$ cat config.mk
export PLATFORM = sky130hd
export DESIGN_NAME = bmhq_ram
export DESIGN_NICKNAME = d
export VERILOG_FILES = /design/src/rtl/bmhq_ram.sv
export SDC_FILE = /design/constraint.sdc
export NUM_CORES = 1
export LEC_CHECK = 0
export BUFFER_PORTS_ARGS = -buffer_cell sky130_fd_sc_hd__buf_2
export CAP_MARGIN = 20
export CORE_MARGIN = 2
export CORE_UTILIZATION = 40
export DETAILED_ROUTE_END_ITERATION = 16
export SYNTH_ARGS = -nofsm -noshare
export SYNTH_HDL_FRONTEND = slang
export SYNTH_SLANG_ARGS = --single-unit
$ cat constraint.sdc
create_clock -name clk -period 2.4 [get_ports clk]
set_input_delay 0.36 -clock clk [delete_from_list [all_inputs] [get_ports clk]]
set_output_delay 0.36 -clock clk [all_outputs]
set_load 0.05 [all_outputs]
$ cat src/rtl/bmhq_ram.sv
// ----------------------------------------------------------------------------
// bmhq_ram
// Generic single-port RAM with registered read.
// ----------------------------------------------------------------------------
module bmhq_ram #(
  parameter int unsigned WIDTH = 8,
  parameter int unsigned DEPTH = 16
) (
  input  logic                     clk,
  input  logic                     we,
  input  logic [$clog2(DEPTH)-1:0] addr,
  input  logic [WIDTH-1:0]         wdata,
  output logic [WIDTH-1:0]         rdata
);

  logic [WIDTH-1:0] mem [DEPTH];

  always_ff @(posedge clk) begin
    if (we) begin
      mem[addr] <= wdata;
    end
    rdata <= mem[addr];
  end

endmodule

==> results by group <==
Final layout
  • P&R area growth vs syn: 20.9%
  • Nets: approximately 290
  • Antenna diodes: 0
  • FILL cells: 1043
  • Fraction of layout cells with a size suffix above 1: between 30% and 40%

Die
  • I/O pins: 22
  • Die width: ~120 um
  • Die boundary height: around 120 um
  • Die ar.: roughly 14000 um2
  • Number of cell rows: 41
  • Core area: between 10000 and 15000 um2
  • Initial core utilization: between 40% and 50%

CTS
  • CTS tree: done
  • Clock Sinks: around 140
  • Clk slew on worst S/H paths: roughly 0.060 ns
  • Root buffer cell: clkbuf_16
  • H-tree depth: 4
  • Setup bufs post-CTS: 0
  • CTS resizes: 0
  • Clock Path Buffers: 2
  • Hold_buf cts: 0
  • Clk_lat worst skew: between 0.4 and 0.5 ns
  • Num CTS Buffers: 17

Min path
  • Hold Startpoint: wdata[5]
  • Hold crit path type: in2reg

Synth
  • Synth top area cells: edfxtp_1, mux4_2, dfxtp_1
  • Most common flop cell mapped by yosys: edfxtp_1
  • Synth top cells by count: edfxtp_1, mux4_2, a22oi_1
  • #FFs+latches synth: ~140
  • Mapped Nets: between 200 and 250
  • Yosys top cell area share: approximately three quarters
  • Most common cell in the netlist: edfxtp_1
  • Mean area per synthesized cell: 22.0 um2
  • Sequential cell area fraction in the yosys report: 79.0%
  • Synthesized instance count: 230
  • Area leader, netlist: edfxtp_1
  • Synth Warn #: 0
  • Ys async rst share: 0%
  • Post-synth EDFFs: between 100 and 150
  • Unique masters post-synth: 18
  • Synthesized area: between 5000 and 6000 um2

Setup path
  • CP endpoint kind: flip-flop
  • Path type of the worst setup path: in2reg
  • Crit path DAT: approximately 1.8 ns
  • FF-to-FF path depth: 3
  • Critical Path Source Type: primary input
  • Worst Path Required: about 2.7 ns
  • Max Fanout on Critical Path: 39
  • Critical Path End: rdata[1]
  • Worst R2R End: rdata[6]
  • R2r startpoint: mem[15][6]
  • R2R setup slack: around 1 ns
  • Origin of the worst setup path: addr[0]

Pwr
  • Peak supply drop: roughly 0.47 mV
  • P_leak: ~2.0 nW
  • Pwr/cell area: ~930 nW/um2

GRT
  • Largest net degree at the start of global routing: 40
  • Initial antenna violation count: 0
  • Gr usage total: 15.8%
  • GR Overflow Total: 0
  • Global-route wire length before repair: about 15000 um
  • Vias in the first global route: 2524

STA
  • RSZ-0062 raised after global routing: false
  • Clock Skew: 0.00863 ns
  • Crit path time final: 1.48 ns
  • Slew Viols, Final: 0
  • Worst-margin pin slew: ~0.67 ns
  • Setup TNS: 0 ns
  • Final Cycle Share: between 60% and 70%
  • Peak Freq: 0.677 GHz
  • Hold Slack: roughly 0.34 ns
  • Max transition margin: between 50% and 60%
  • Finish-stage setup viols: 0
  • Final hold vios: 0

Routing
  • DRC: 0
  • ANT nets after route: 0
  • Detailed Routing Iterations Pass 1: 5
  • Wirelength, routed: slightly below 10000 um
  • DRT iter0 DRCs: 220
  • Vias: around 2.4k
  • Vias/cell: around 5
  • Wire per inst: 20.8 um

Outcome
  • Status: finished, final reports clean

Place
  • Final GP Congestion: around 0.73
  • PortBufs: 21
  • HPWL Detailed: ~6100 um

Job
  • Max cap viols: 0
==> metrics by stage <==
step	instances	setup slack [ns]	total power, mW	utilization [%]	area [um2]
floorplan	230	0.547	2.91	-	5070
global placement	433	0.562	3.02	43.9	5500
detailed placement	433	0.539	3.02	43.9	5500
CTS	465	0.968	5.76	49.0	6130
global route	465	0.913	5.88	49.0	6130
finish	465	0.924	5.70	49.0	6130
==> critical path: stages <==
cell and delay, ns:
buf_2 0.11, buf_12 0.28, mux4_2 0.54, a22oi_1 0.35
nand2_1 0.10
==> flip-flops by register name (all words and copies together), names as in the netlist <==
name and flops:
mem 128, rdata 8
==> placed cells by master, fill, tap and decap left out, drive strengths merged <==
| cell | count |
|---|---|
| edfxtp | 128 |
| buf | 42 |
| mux4 | 32 |
| clkbuf | 22 |
| a22oi | 16 |
| nor2 | 13 |
| nand2 | 9 |
| dfxtp | 8 |
| nor3 | 4 |
| bufinv | 4 |
| clkinv | 3 |
| nor2b | 2 |
| nand3b | 2 |
| nand2b | 2 |
| clkinvlp | 2 |
| and2 | 1 |
| nand3 | 1 |
| or3b | 1 |
| inv | 1 |
==> cell type report <==
type	instances	area, um2	area share, %
multi-input cells	83	1000	16.4
clock inverters	10	166	2.72
well taps	172	215	3.51
clock buffers	22	464	7.57
repair buffers	42	275	4.49
flip-flops and latches	136	4000	65.3
==> worst min-delay path by stage <==
stage	endpoint	cells past startpoint
final	mem[5][5]	1
after global routing	mem[5][5]	1
after CTS	mem[8][7]	1
after detailed placement	rdata[7]	3
after global placement	rdata[0]	3
after floorplan	mem[0][0]	0
==> cells by family (layout without fill, tap and decap cells) <==
| family | Yosys count | count (layout) | share of synthesized area [%] |
|---|---|---|---|
| DFF | 136 | 136 | 79.0 |
| and+or+nand+nor | 35 | 35 | 3.21 |
| muxes | 32 | 32 | 14.2 |
| AOI/OAI and AO/OA | 16 | 16 | 2.37 |
| buffers and inverters | 11 | 74 | 1.19 |
==> metal layers <==
layer  track usage (%)  up-vias  routed length (um)
met5                 0        -                   0
met4              6.59        0                 165
met3              3.74       13                 376
met2              24.7       60                4710
met1              21.7     1254                4410
li1                  -     1064                   -
==> power breakdown <==
| part | internal (mW) | switching (mW) | leakage, nW |
|---|---|---|---|
| sequential | 2.66 | 0.0137 | 1.22 |
| clock | 1.80 | 0.937 | 0.301 |
| combinational | 0.107 | 0.194 | 0.509 |
| total | 4.56 | 1.14 | 2.03 |
No activity file was read; power rests on OpenSTA's default activity.
