==> src/rtl/bmhq_pkg.sv <==
// ----------------------------------------------------------------------------
// bmhq_pkg
// Shared types and constants for the binary min-heap priority queue.
// ----------------------------------------------------------------------------
package bmhq_pkg;

  localparam int unsigned CAPACITY_DEF    = 256;
  localparam int unsigned KEY_BITS_DEF    = 32;
  localparam int unsigned HANDLE_BITS_DEF = 9;
  localparam int unsigned COUNT_BITS      = 9;
  localparam int unsigned STATUS_BITS     = 2;

  typedef enum logic [STATUS_BITS-1:0] {
    ST_OK    = 2'd0,
    ST_EMPTY = 2'd1,
    ST_FULL  = 2'd2
  } status_t;

  localparam logic MODE_INSERT  = 1'b0;
  localparam logic MODE_EXTRACT = 1'b1;

endpackage

==> src/rtl/bmhq_ctrl.sv <==
// ----------------------------------------------------------------------------
// bmhq_ctrl
// Sequencer for heap insert (sift up) and extract (sift down).
// ----------------------------------------------------------------------------
module bmhq_ctrl import bmhq_pkg::*; #(
  parameter int unsigned CAPACITY    = CAPACITY_DEF,
  parameter int unsigned KEY_BITS    = KEY_BITS_DEF,
  parameter int unsigned HANDLE_BITS = HANDLE_BITS_DEF,
  localparam int unsigned AW = $clog2(CAPACITY),
  localparam int unsigned CW = $clog2(CAPACITY+1),
  localparam int unsigned EW = KEY_BITS + HANDLE_BITS
) (
  input  logic                   clk,
  input  logic                   rst_n,
  input  logic                   req_valid,
  output logic                   req_ready,
  input  logic                   req_mode,
  input  logic [KEY_BITS-1:0]    req_key,
  input  logic [HANDLE_BITS-1:0] req_handle,
  output logic                   res_valid,
  input  logic                   res_ready,
  output logic [KEY_BITS-1:0]    res_key,
  output logic [HANDLE_BITS-1:0] res_handle,
  output status_t                res_status,
  output logic [CW-1:0]          res_count,
  output logic                   mem_we,
  output logic [AW-1:0]          mem_addr,
  output logic [EW-1:0]          mem_wdata,
  input  logic [EW-1:0]          mem_rdata
);

  typedef enum logic [7:0] {
    S_IDLE  = 8'b0000_0001,
    S_UPRD  = 8'b0000_0010,
    S_UPCMP = 8'b0000_0100,
    S_XROOT = 8'b0000_1000,
    S_XLAST = 8'b0001_0000,
    S_DNL   = 8'b0010_0000,
    S_DNR   = 8'b0100_0000,
    S_DNCMP = 8'b1000_0000
  } state_t;

  state_t               state_r, state_nxt;
  logic [CW-1:0]        cnt_r, cnt_nxt;
  logic [CW-1:0]        pos_r, pos_nxt;
  logic [EW-1:0]        ent_r, ent_nxt;    // entry being moved
  logic [EW-1:0]        pick_r, pick_nxt;  // best child so far
  logic [CW-1:0]        pidx_r, pidx_nxt;
  logic                 has_pick_r, has_pick_nxt;
  logic                 ov_r, ov_nxt;
  logic [KEY_BITS-1:0]  rk_r, rk_nxt;
  logic [HANDLE_BITS-1:0] rh_r, rh_nxt;
  status_t              rs_r, rs_nxt;
  logic [CW-1:0]        rc_r, rc_nxt;

  logic [CW:0]          lc, rcx;
  logic [CW-1:0]        parent;
  logic [KEY_BITS-1:0]  ent_key, rd_key, pick_key;

  assign ent_key  = ent_r[EW-1 -: KEY_BITS];
  assign rd_key   = mem_rdata[EW-1 -: KEY_BITS];
  assign pick_key = pick_r[EW-1 -: KEY_BITS];
  assign parent   = (pos_r - CW'(1)) >> 1;
  assign lc       = {pos_r, 1'b1};
  assign rcx      = {pos_r, 1'b0} + (CW+1)'(2);

  assign req_ready  = (state_r == S_IDLE) && !ov_r;
  assign res_valid  = ov_r;
  assign res_key    = rk_r;
  assign res_handle = rh_r;
  assign res_status = rs_r;
  assign res_count  = rc_r;

  always_comb begin
    state_nxt = state_r; cnt_nxt = cnt_r; pos_nxt = pos_r; ent_nxt = ent_r;
    pick_nxt = pick_r; pidx_nxt = pidx_r; has_pick_nxt = has_pick_r;
    ov_nxt = ov_r && !res_ready;
    rk_nxt = rk_r; rh_nxt = rh_r; rs_nxt = rs_r; rc_nxt = rc_r;
    mem_we = 1'b0; mem_addr = '0; mem_wdata = ent_r;
    case (state_r)
      S_IDLE: begin
        if (req_valid && req_ready) begin
          rk_nxt = '0; rh_nxt = '0; rs_nxt = ST_OK;
          if (req_mode == MODE_INSERT) begin
            if (cnt_r == CW'(CAPACITY)) begin
              rs_nxt = ST_FULL; rc_nxt = cnt_r; ov_nxt = 1'b1;
            end else begin
              ent_nxt = {req_key, req_handle};
              pos_nxt = cnt_r;
              state_nxt = S_UPRD;
            end
          end else if (cnt_r == '0) begin
            rs_nxt = ST_EMPTY; rc_nxt = '0; ov_nxt = 1'b1;
          end else begin
            mem_addr = '0;
            cnt_nxt = cnt_r - CW'(1);
            state_nxt = S_XROOT;
          end
        end
      end
      S_UPRD: begin
        if (pos_r == '0) begin
          mem_we = 1'b1; mem_addr = '0;
          cnt_nxt = cnt_r + CW'(1); rc_nxt = cnt_r + CW'(1);
          ov_nxt = 1'b1; state_nxt = S_IDLE;
        end else begin
          mem_addr = parent[AW-1:0];
          state_nxt = S_UPCMP;
        end
      end
      S_UPCMP: begin
        mem_addr = pos_r[AW-1:0];
        if (ent_key < rd_key) begin
          // move parent down, continue upward
          mem_we = 1'b1; mem_wdata = mem_rdata;
          pos_nxt = parent; state_nxt = S_UPRD;
        end else begin
          mem_we = 1'b1;
          cnt_nxt = cnt_r + CW'(1); rc_nxt = cnt_r + CW'(1);
          ov_nxt = 1'b1; state_nxt = S_IDLE;
        end
      end
      S_XROOT: begin
        rk_nxt = rd_key; rh_nxt = mem_rdata[HANDLE_BITS-1:0];
        if (cnt_r == '0) begin
          rc_nxt = '0; ov_nxt = 1'b1; state_nxt = S_IDLE;
        end else begin
          mem_addr = cnt_r[AW-1:0];
          state_nxt = S_XLAST;
        end
      end
      S_XLAST: begin
        ent_nxt = mem_rdata; pos_nxt = '0; state_nxt = S_DNL;
      end
      S_DNL: begin
        // sift down: fetch left child, or write the entry here if it has none
        has_pick_nxt = 1'b0;
        if (lc < (CW+1)'(cnt_r)) begin
          mem_addr = lc[AW-1:0];
          state_nxt = S_DNR;
        end else begin
          mem_we = 1'b1; mem_addr = pos_r[AW-1:0];
          rc_nxt = cnt_r; ov_nxt = 1'b1; state_nxt = S_IDLE;
        end
      end
      S_DNR: begin
        if (rd_key < ent_key) begin
          has_pick_nxt = 1'b1; pick_nxt = mem_rdata; pidx_nxt = lc[CW-1:0];
        end
        if (rcx < (CW+1)'(cnt_r)) begin
          mem_addr = rcx[AW-1:0];
          state_nxt = S_DNCMP;
        end else if (rd_key < ent_key) begin
          mem_we = 1'b1; mem_addr = pos_r[AW-1:0]; mem_wdata = mem_rdata;
          pos_nxt = lc[CW-1:0]; state_nxt = S_DNL;
        end else begin
          mem_we = 1'b1; mem_addr = pos_r[AW-1:0];
          rc_nxt = cnt_r; ov_nxt = 1'b1; state_nxt = S_IDLE;
        end
      end
      S_DNCMP: begin
        mem_addr = pos_r[AW-1:0];
        if (rd_key < (has_pick_r ? pick_key : ent_key)) begin
          mem_we = 1'b1; mem_wdata = mem_rdata;
          pos_nxt = rcx[CW-1:0]; state_nxt = S_DNL;
        end else if (has_pick_r) begin
          mem_we = 1'b1; mem_wdata = pick_r;
          pos_nxt = pidx_r; state_nxt = S_DNL;
        end else begin
          mem_we = 1'b1;
          rc_nxt = cnt_r; ov_nxt = 1'b1; state_nxt = S_IDLE;
        end
      end
      default: state_nxt = S_IDLE;
    endcase
  end

  always_ff @(posedge clk) begin
    if (!rst_n) begin
      state_r <= S_IDLE; cnt_r <= '0; ov_r <= 1'b0;
    end else begin
      state_r <= state_nxt; cnt_r <= cnt_nxt; ov_r <= ov_nxt;
    end
    pos_r <= pos_nxt; ent_r <= ent_nxt; pick_r <= pick_nxt; pidx_r <= pidx_nxt;
    has_pick_r <= has_pick_nxt; rk_r <= rk_nxt; rh_r <= rh_nxt;
    rs_r <= rs_nxt; rc_r <= rc_nxt;
  end

endmodule

==> config.mk <==
export PLATFORM = sky130hd
export DESIGN_NAME = bmhq_ctrl
export DESIGN_NICKNAME = d
export VERILOG_FILES = /design/src/rtl/bmhq_pkg.sv /design/src/rtl/bmhq_ctrl.sv
export SDC_FILE = /design/constraint.sdc
export NUM_CORES = 1
export LEC_CHECK = 0
export BUFFER_PORTS_ARGS = -buffer_cell sky130_fd_sc_hd__buf_2
export CAP_MARGIN = 20
export CORE_MARGIN = 1
export CORE_UTILIZATION = 43
export CTS_BUF_LIST = sky130_fd_sc_hd__clkbuf_16
export DETAILED_ROUTE_END_ITERATION = 6
export GPL_TIMING_DRIVEN = 0
export SYNTH_ARGS = -nofsm -noshare
export SYNTH_HDL_FRONTEND = slang
export SYNTH_SLANG_ARGS = --single-unit
==> constraint.sdc <==
create_clock -name clk -period 11 [get_ports clk]
set_clock_uncertainty 0.2 [all_clocks]
set_input_delay 0.55 -clock clk [delete_from_list [all_inputs] [get_ports clk]]
set_output_delay 0.55 -clock clk [all_outputs]
set_load 0.05 [all_outputs]
==> results.tsv <==
stage	metric	value	unit
floorplanning	Core Region	0.0245	mm²
yosys	Yosys top cell area share	0.423	
grt	first-pass GRT wire length	51300	µm
yosys	Yosys reg bits	170	
grt	initial antenna violation count	1	
grt	All-Layer GR Usage	0.258	
yosys	share of flip-flops with an asynchronous set or reset	0	
floorplanning	initial core utilization	0.441	
yosys	synth warn	0	
sta	Final Cycle Share	0.592	
setup_path	CP Launch Type	flip-flop	
setup_path	CP max stage delay	0.69	ns
setup_path	slowest CP cell	clkbuf_1	
sta	Slew headroom	0.402	
grt	pin count of the biggest net entering global routing	28	
floorplanning	row count	57	
clock_tree	Worst-path clk slew	0.07	ns
yosys	Synth Flop Type	edfxtp_1	
floorplanning	die width	160	µm
power_and_ir_drop	clock power share	0.221	
clock_tree	CTS Buf Count	17	
setup_path	Most Frequent Cell on Critical Path	buf_2	
routing	antenna viol nets, final	0	
finish	Area Overhead vs Synth	19.4	%
setup_path	CP Cell Sequence	buf_2, buf_1, clkbuf_1, mux2i_1, ha_1, a21o_1, a221o_1, o21ai_0, o311ai_1, nor2_2, buf_2, mux2_2, a221o_1, buf_2	
finish	fin nets	1462	
job	# Max-Cap Violations	0	
yosys	Post-Synth Simple-Gate Area	0.187	
place	PortBufs	189	
place	routability cong.	0.910	
clock_tree	Clock Sinks	170	
finish	layout cell share with drive strength beyond 1	0.207	
setup_path	worst-path maximum fanout	10	
clock_tree	H-tree level count	4	
sta	post-route setup slack	4.49	ns
routing	Starting DRT DRC Count	735	
yosys	mux share of post-synthesis cell area	0.0560	
floorplanning	Die Y	160	µm
grt	met2 Resource Use GR	0.391	
routing	vias per inst	5.76	
yosys	cell accounting for the most synthesized area	edfxtp_1	
power_and_ir_drop	Combinational Power Share	0.447	
outcome	outcome	finished, final reports clean	
grt	M1 GR Usage	0.382	
place	DP HPWL	24500	µm
setup_path	Worst Setup SP	has_pick_r$_DFFE_PP_	
clock_tree	hold-fix buffers at CTS	0	
power_and_ir_drop	sequential power share	0.333	
clock_tree	CTS root buf	clkbuf_16	
routing	vias after detailed routing	9375	
yosys	Synth Area in Compound Gates	0.149	
clock_tree	CTS tree	yes	
finish	Final Cell Area	0.0129	mm²
yosys	Post-Syn Instances	1073	
yosys	main combinational cell family by area after synthesis	simple AND/OR/NAND/NOR gates	
floorplanning	Ports	191	
yosys	Post-Syn Area	0.0108	mm²
grt	Overflow after GRT	0	
yosys	Synth Area per Inst	10.1	µm²
sta	final critical-path required period	6.51	ns
yosys	syn nets	1244	
routing	WL final	33100	µm
yosys	sequential share of the synthesized area	0.456	
grt	vias in the first global route	8966	
hold_path	min-delay src	mem_rdata[9]	
power_and_ir_drop	Pint	1.62	mW
place	DP Area	0.0123	mm²
sta	endpoints failing setup	0	
clock_tree	Clk Latency, worst-skew pair	0.43	ns
yosys	Post-synth EDFFs	152	
grt	Most Crowded Layer GR	met2	
routing	first drt pass iteration count	5	
power_and_ir_drop	Peak VDD IR	0.000187	V
sta	Fin. Hold Viols	0	
yosys	count of cell types in the netlist	67	
sta	Worst Max-Slew Pin Slew	0.883	ns
clock_tree	post_cts resized	0	
power_and_ir_drop	Sw Pwr	1.24	mW
power_and_ir_drop	LEAKAGE	5.42	nW
hold_path	worst min-delay path class	primary input to flip-flop	
yosys	Synth Area in Adders	0.0974	
finish	Util after Layout	0.527	
setup_path	worst path required time	10.25	ns
floorplanning	die area	0.0257	mm²
sta	RSZ-0062 raised after global routing	false	
place	Placement Setup Slack	5.04	ns
yosys	XOR/XNOR Fraction of Synth Area	0.0130	
sta	fmax	154	MHz
power_and_ir_drop	Pwr Density	221	mW/mm²
power_and_ir_drop	switch share	0.433	
sta	WHS	0.149	ns
routing	DR DRC count	0	
setup_path	CP Capture Type	primary output	
grt	met3 Use GR	0.0421	
clock_tree	deepest clock path buffer count	2	
routing	drt wl/cell	20.3	µm
clock_tree	Setup Fix Bufs, Post-CTS	0	
power_and_ir_drop	total power draw	2.85	mW
setup_path	reg2reg start	has_pick_r$_DFFE_PP_	
yosys	top cells by area, synth	edfxtp_1 42%, ha_1 9.7%, nand2_1 6.0%	
setup_path	CP arrival	5.76	ns
setup_path	crit path kind	flip-flop to primary output	
sta	Slew Limit Fails	0	
==> worst paths after layout <==
| check | endpoint | slack, ns | depth (start not counted) |
|---|---|---|---|
| max | mem_wdata[8] | 4.49 | 14 |
| min | pick_r[9]$_DFFE_PP_ | 0.15 | 1 |
| max reg2reg | res_count[8]$_DFFE_PP_ | 5.25 | 14 |
| min reg2reg | pidx_r[5]$_DFFE_PP_ | 0.30 | 0 |
==> worst max-delay path: cells and delay by family, from the launching register on <==
family / cells / cell delay, ns
compound gates: 5 / 1.25
fa+ha+maj: 1 / 0.29
buf+inv: 5 / 2.15
flops: 1 / 0.32
mux: 2 / 0.74
simple gates: 1 / 0.58
==> layout by cell type (no fill, tap or decap), types with 19 or more instances in the layout <==
master,instances
buf_2,196
nor3_1,26
nor2_1,69
a221o_1,47
nand3_1,25
nand2_1,170
a21oi_1,50
inv_1,51
and2_1,43
mux2i_1,39
mux2_2,19
ha_1,84
o21ai_0,31
edfxtp_1,152
clkbuf_1,47
==> stage by stage <==
| step | cells | setup TNS [ns] |
|---|---|---|
| 6_report | 1628 | 0 |
| 5_1_grt | 1628 | 0 |
| 4_1_cts | 1627 | 0 |
| 3_5_place_dp | 1596 | 0 |
| 3_3_place_gp | 1586 | -4.01 |
| 2_1_floorplan | 1073 | 0 |
==> cell type report <==
class	count	area, µm²
Antenna cell	1	2.50
Buffer	59	251
Clock buffer	17	425
Clock inverter	14	170
Fill cell	2244	11600
Inverter	52	195
Multi-Input combinational cell	792	5440
Sequential cell	170	4920
Tap cell	324	405
Timing Repair Buffer	199	1070
==> registers in the layout, indices dropped and copies added (netlist names), 9 cells and up <==
signal,flops
cnt_r,9
res_handle,9
res_count,9
pos_r,9
pick_r,41
res_key,32
ent_r,41
==> power groups by stage <==
stage / logic (mW) / registers [mW] / clock network [mW]
after global placement: 1.22 / 0.974 / 0
after floorplan: 0.695 / 1.17 / 0
after detailed placement: 1.26 / 0.962 / 0
after CTS: 1.27 / 0.949 / 0.638
final: 1.27 / 0.949 / 0.630
after global routing: 1.38 / 0.962 / 0.658
==> metal layers <==
metal	vias up	part of all wire	routed length, µm
met3	34	0.080	2630
met4	0	0.012	395
li1	4464	-	-
met1	4457	0.47	15400
met5	-	0	0
met2	420	0.44	14600
==> cells in the mapped netlist, types with 5 or more instances <==
cell      count
a221o_1      47
and4b_1       5
or4_1         9
clkbuf_1     47
mux2i_1      39
o21ai_0      31
nand4b_1      9
inv_1        51
mux2_2       19
dfxtp_1      18
buf_2         6
o211ai_1      8
nand3_1      25
a21oi_1      50
and3_1        6
a221oi_1      5
nand2_1     172
nor3_1       27
xor2_1        5
and2_1       43
o21a_1        6
nor2_1       69
edfxtp_1    152
a211oi_1      5
a22o_1        5
o221ai_1      5
a21o_1       10
o31ai_1       7
xnor2_1      11
nand4_1      15
nor4_1        7
ha_1         84
a31oi_1       5
==> cell families (layout without fill, tap and decap cells) <==
logic type                 Yosys count  in the layout
muxes                               58             58
buffers and inverters              111            341
adders and majority gates           84             84
and+or+nand+nor                    415            415
xor gates and xnor gates            16             16
DFF                                170            170
AOI/OAI and AO/OA                  219            219
other                                0              1
Note: power is estimated with default switching activity, not from simulation.
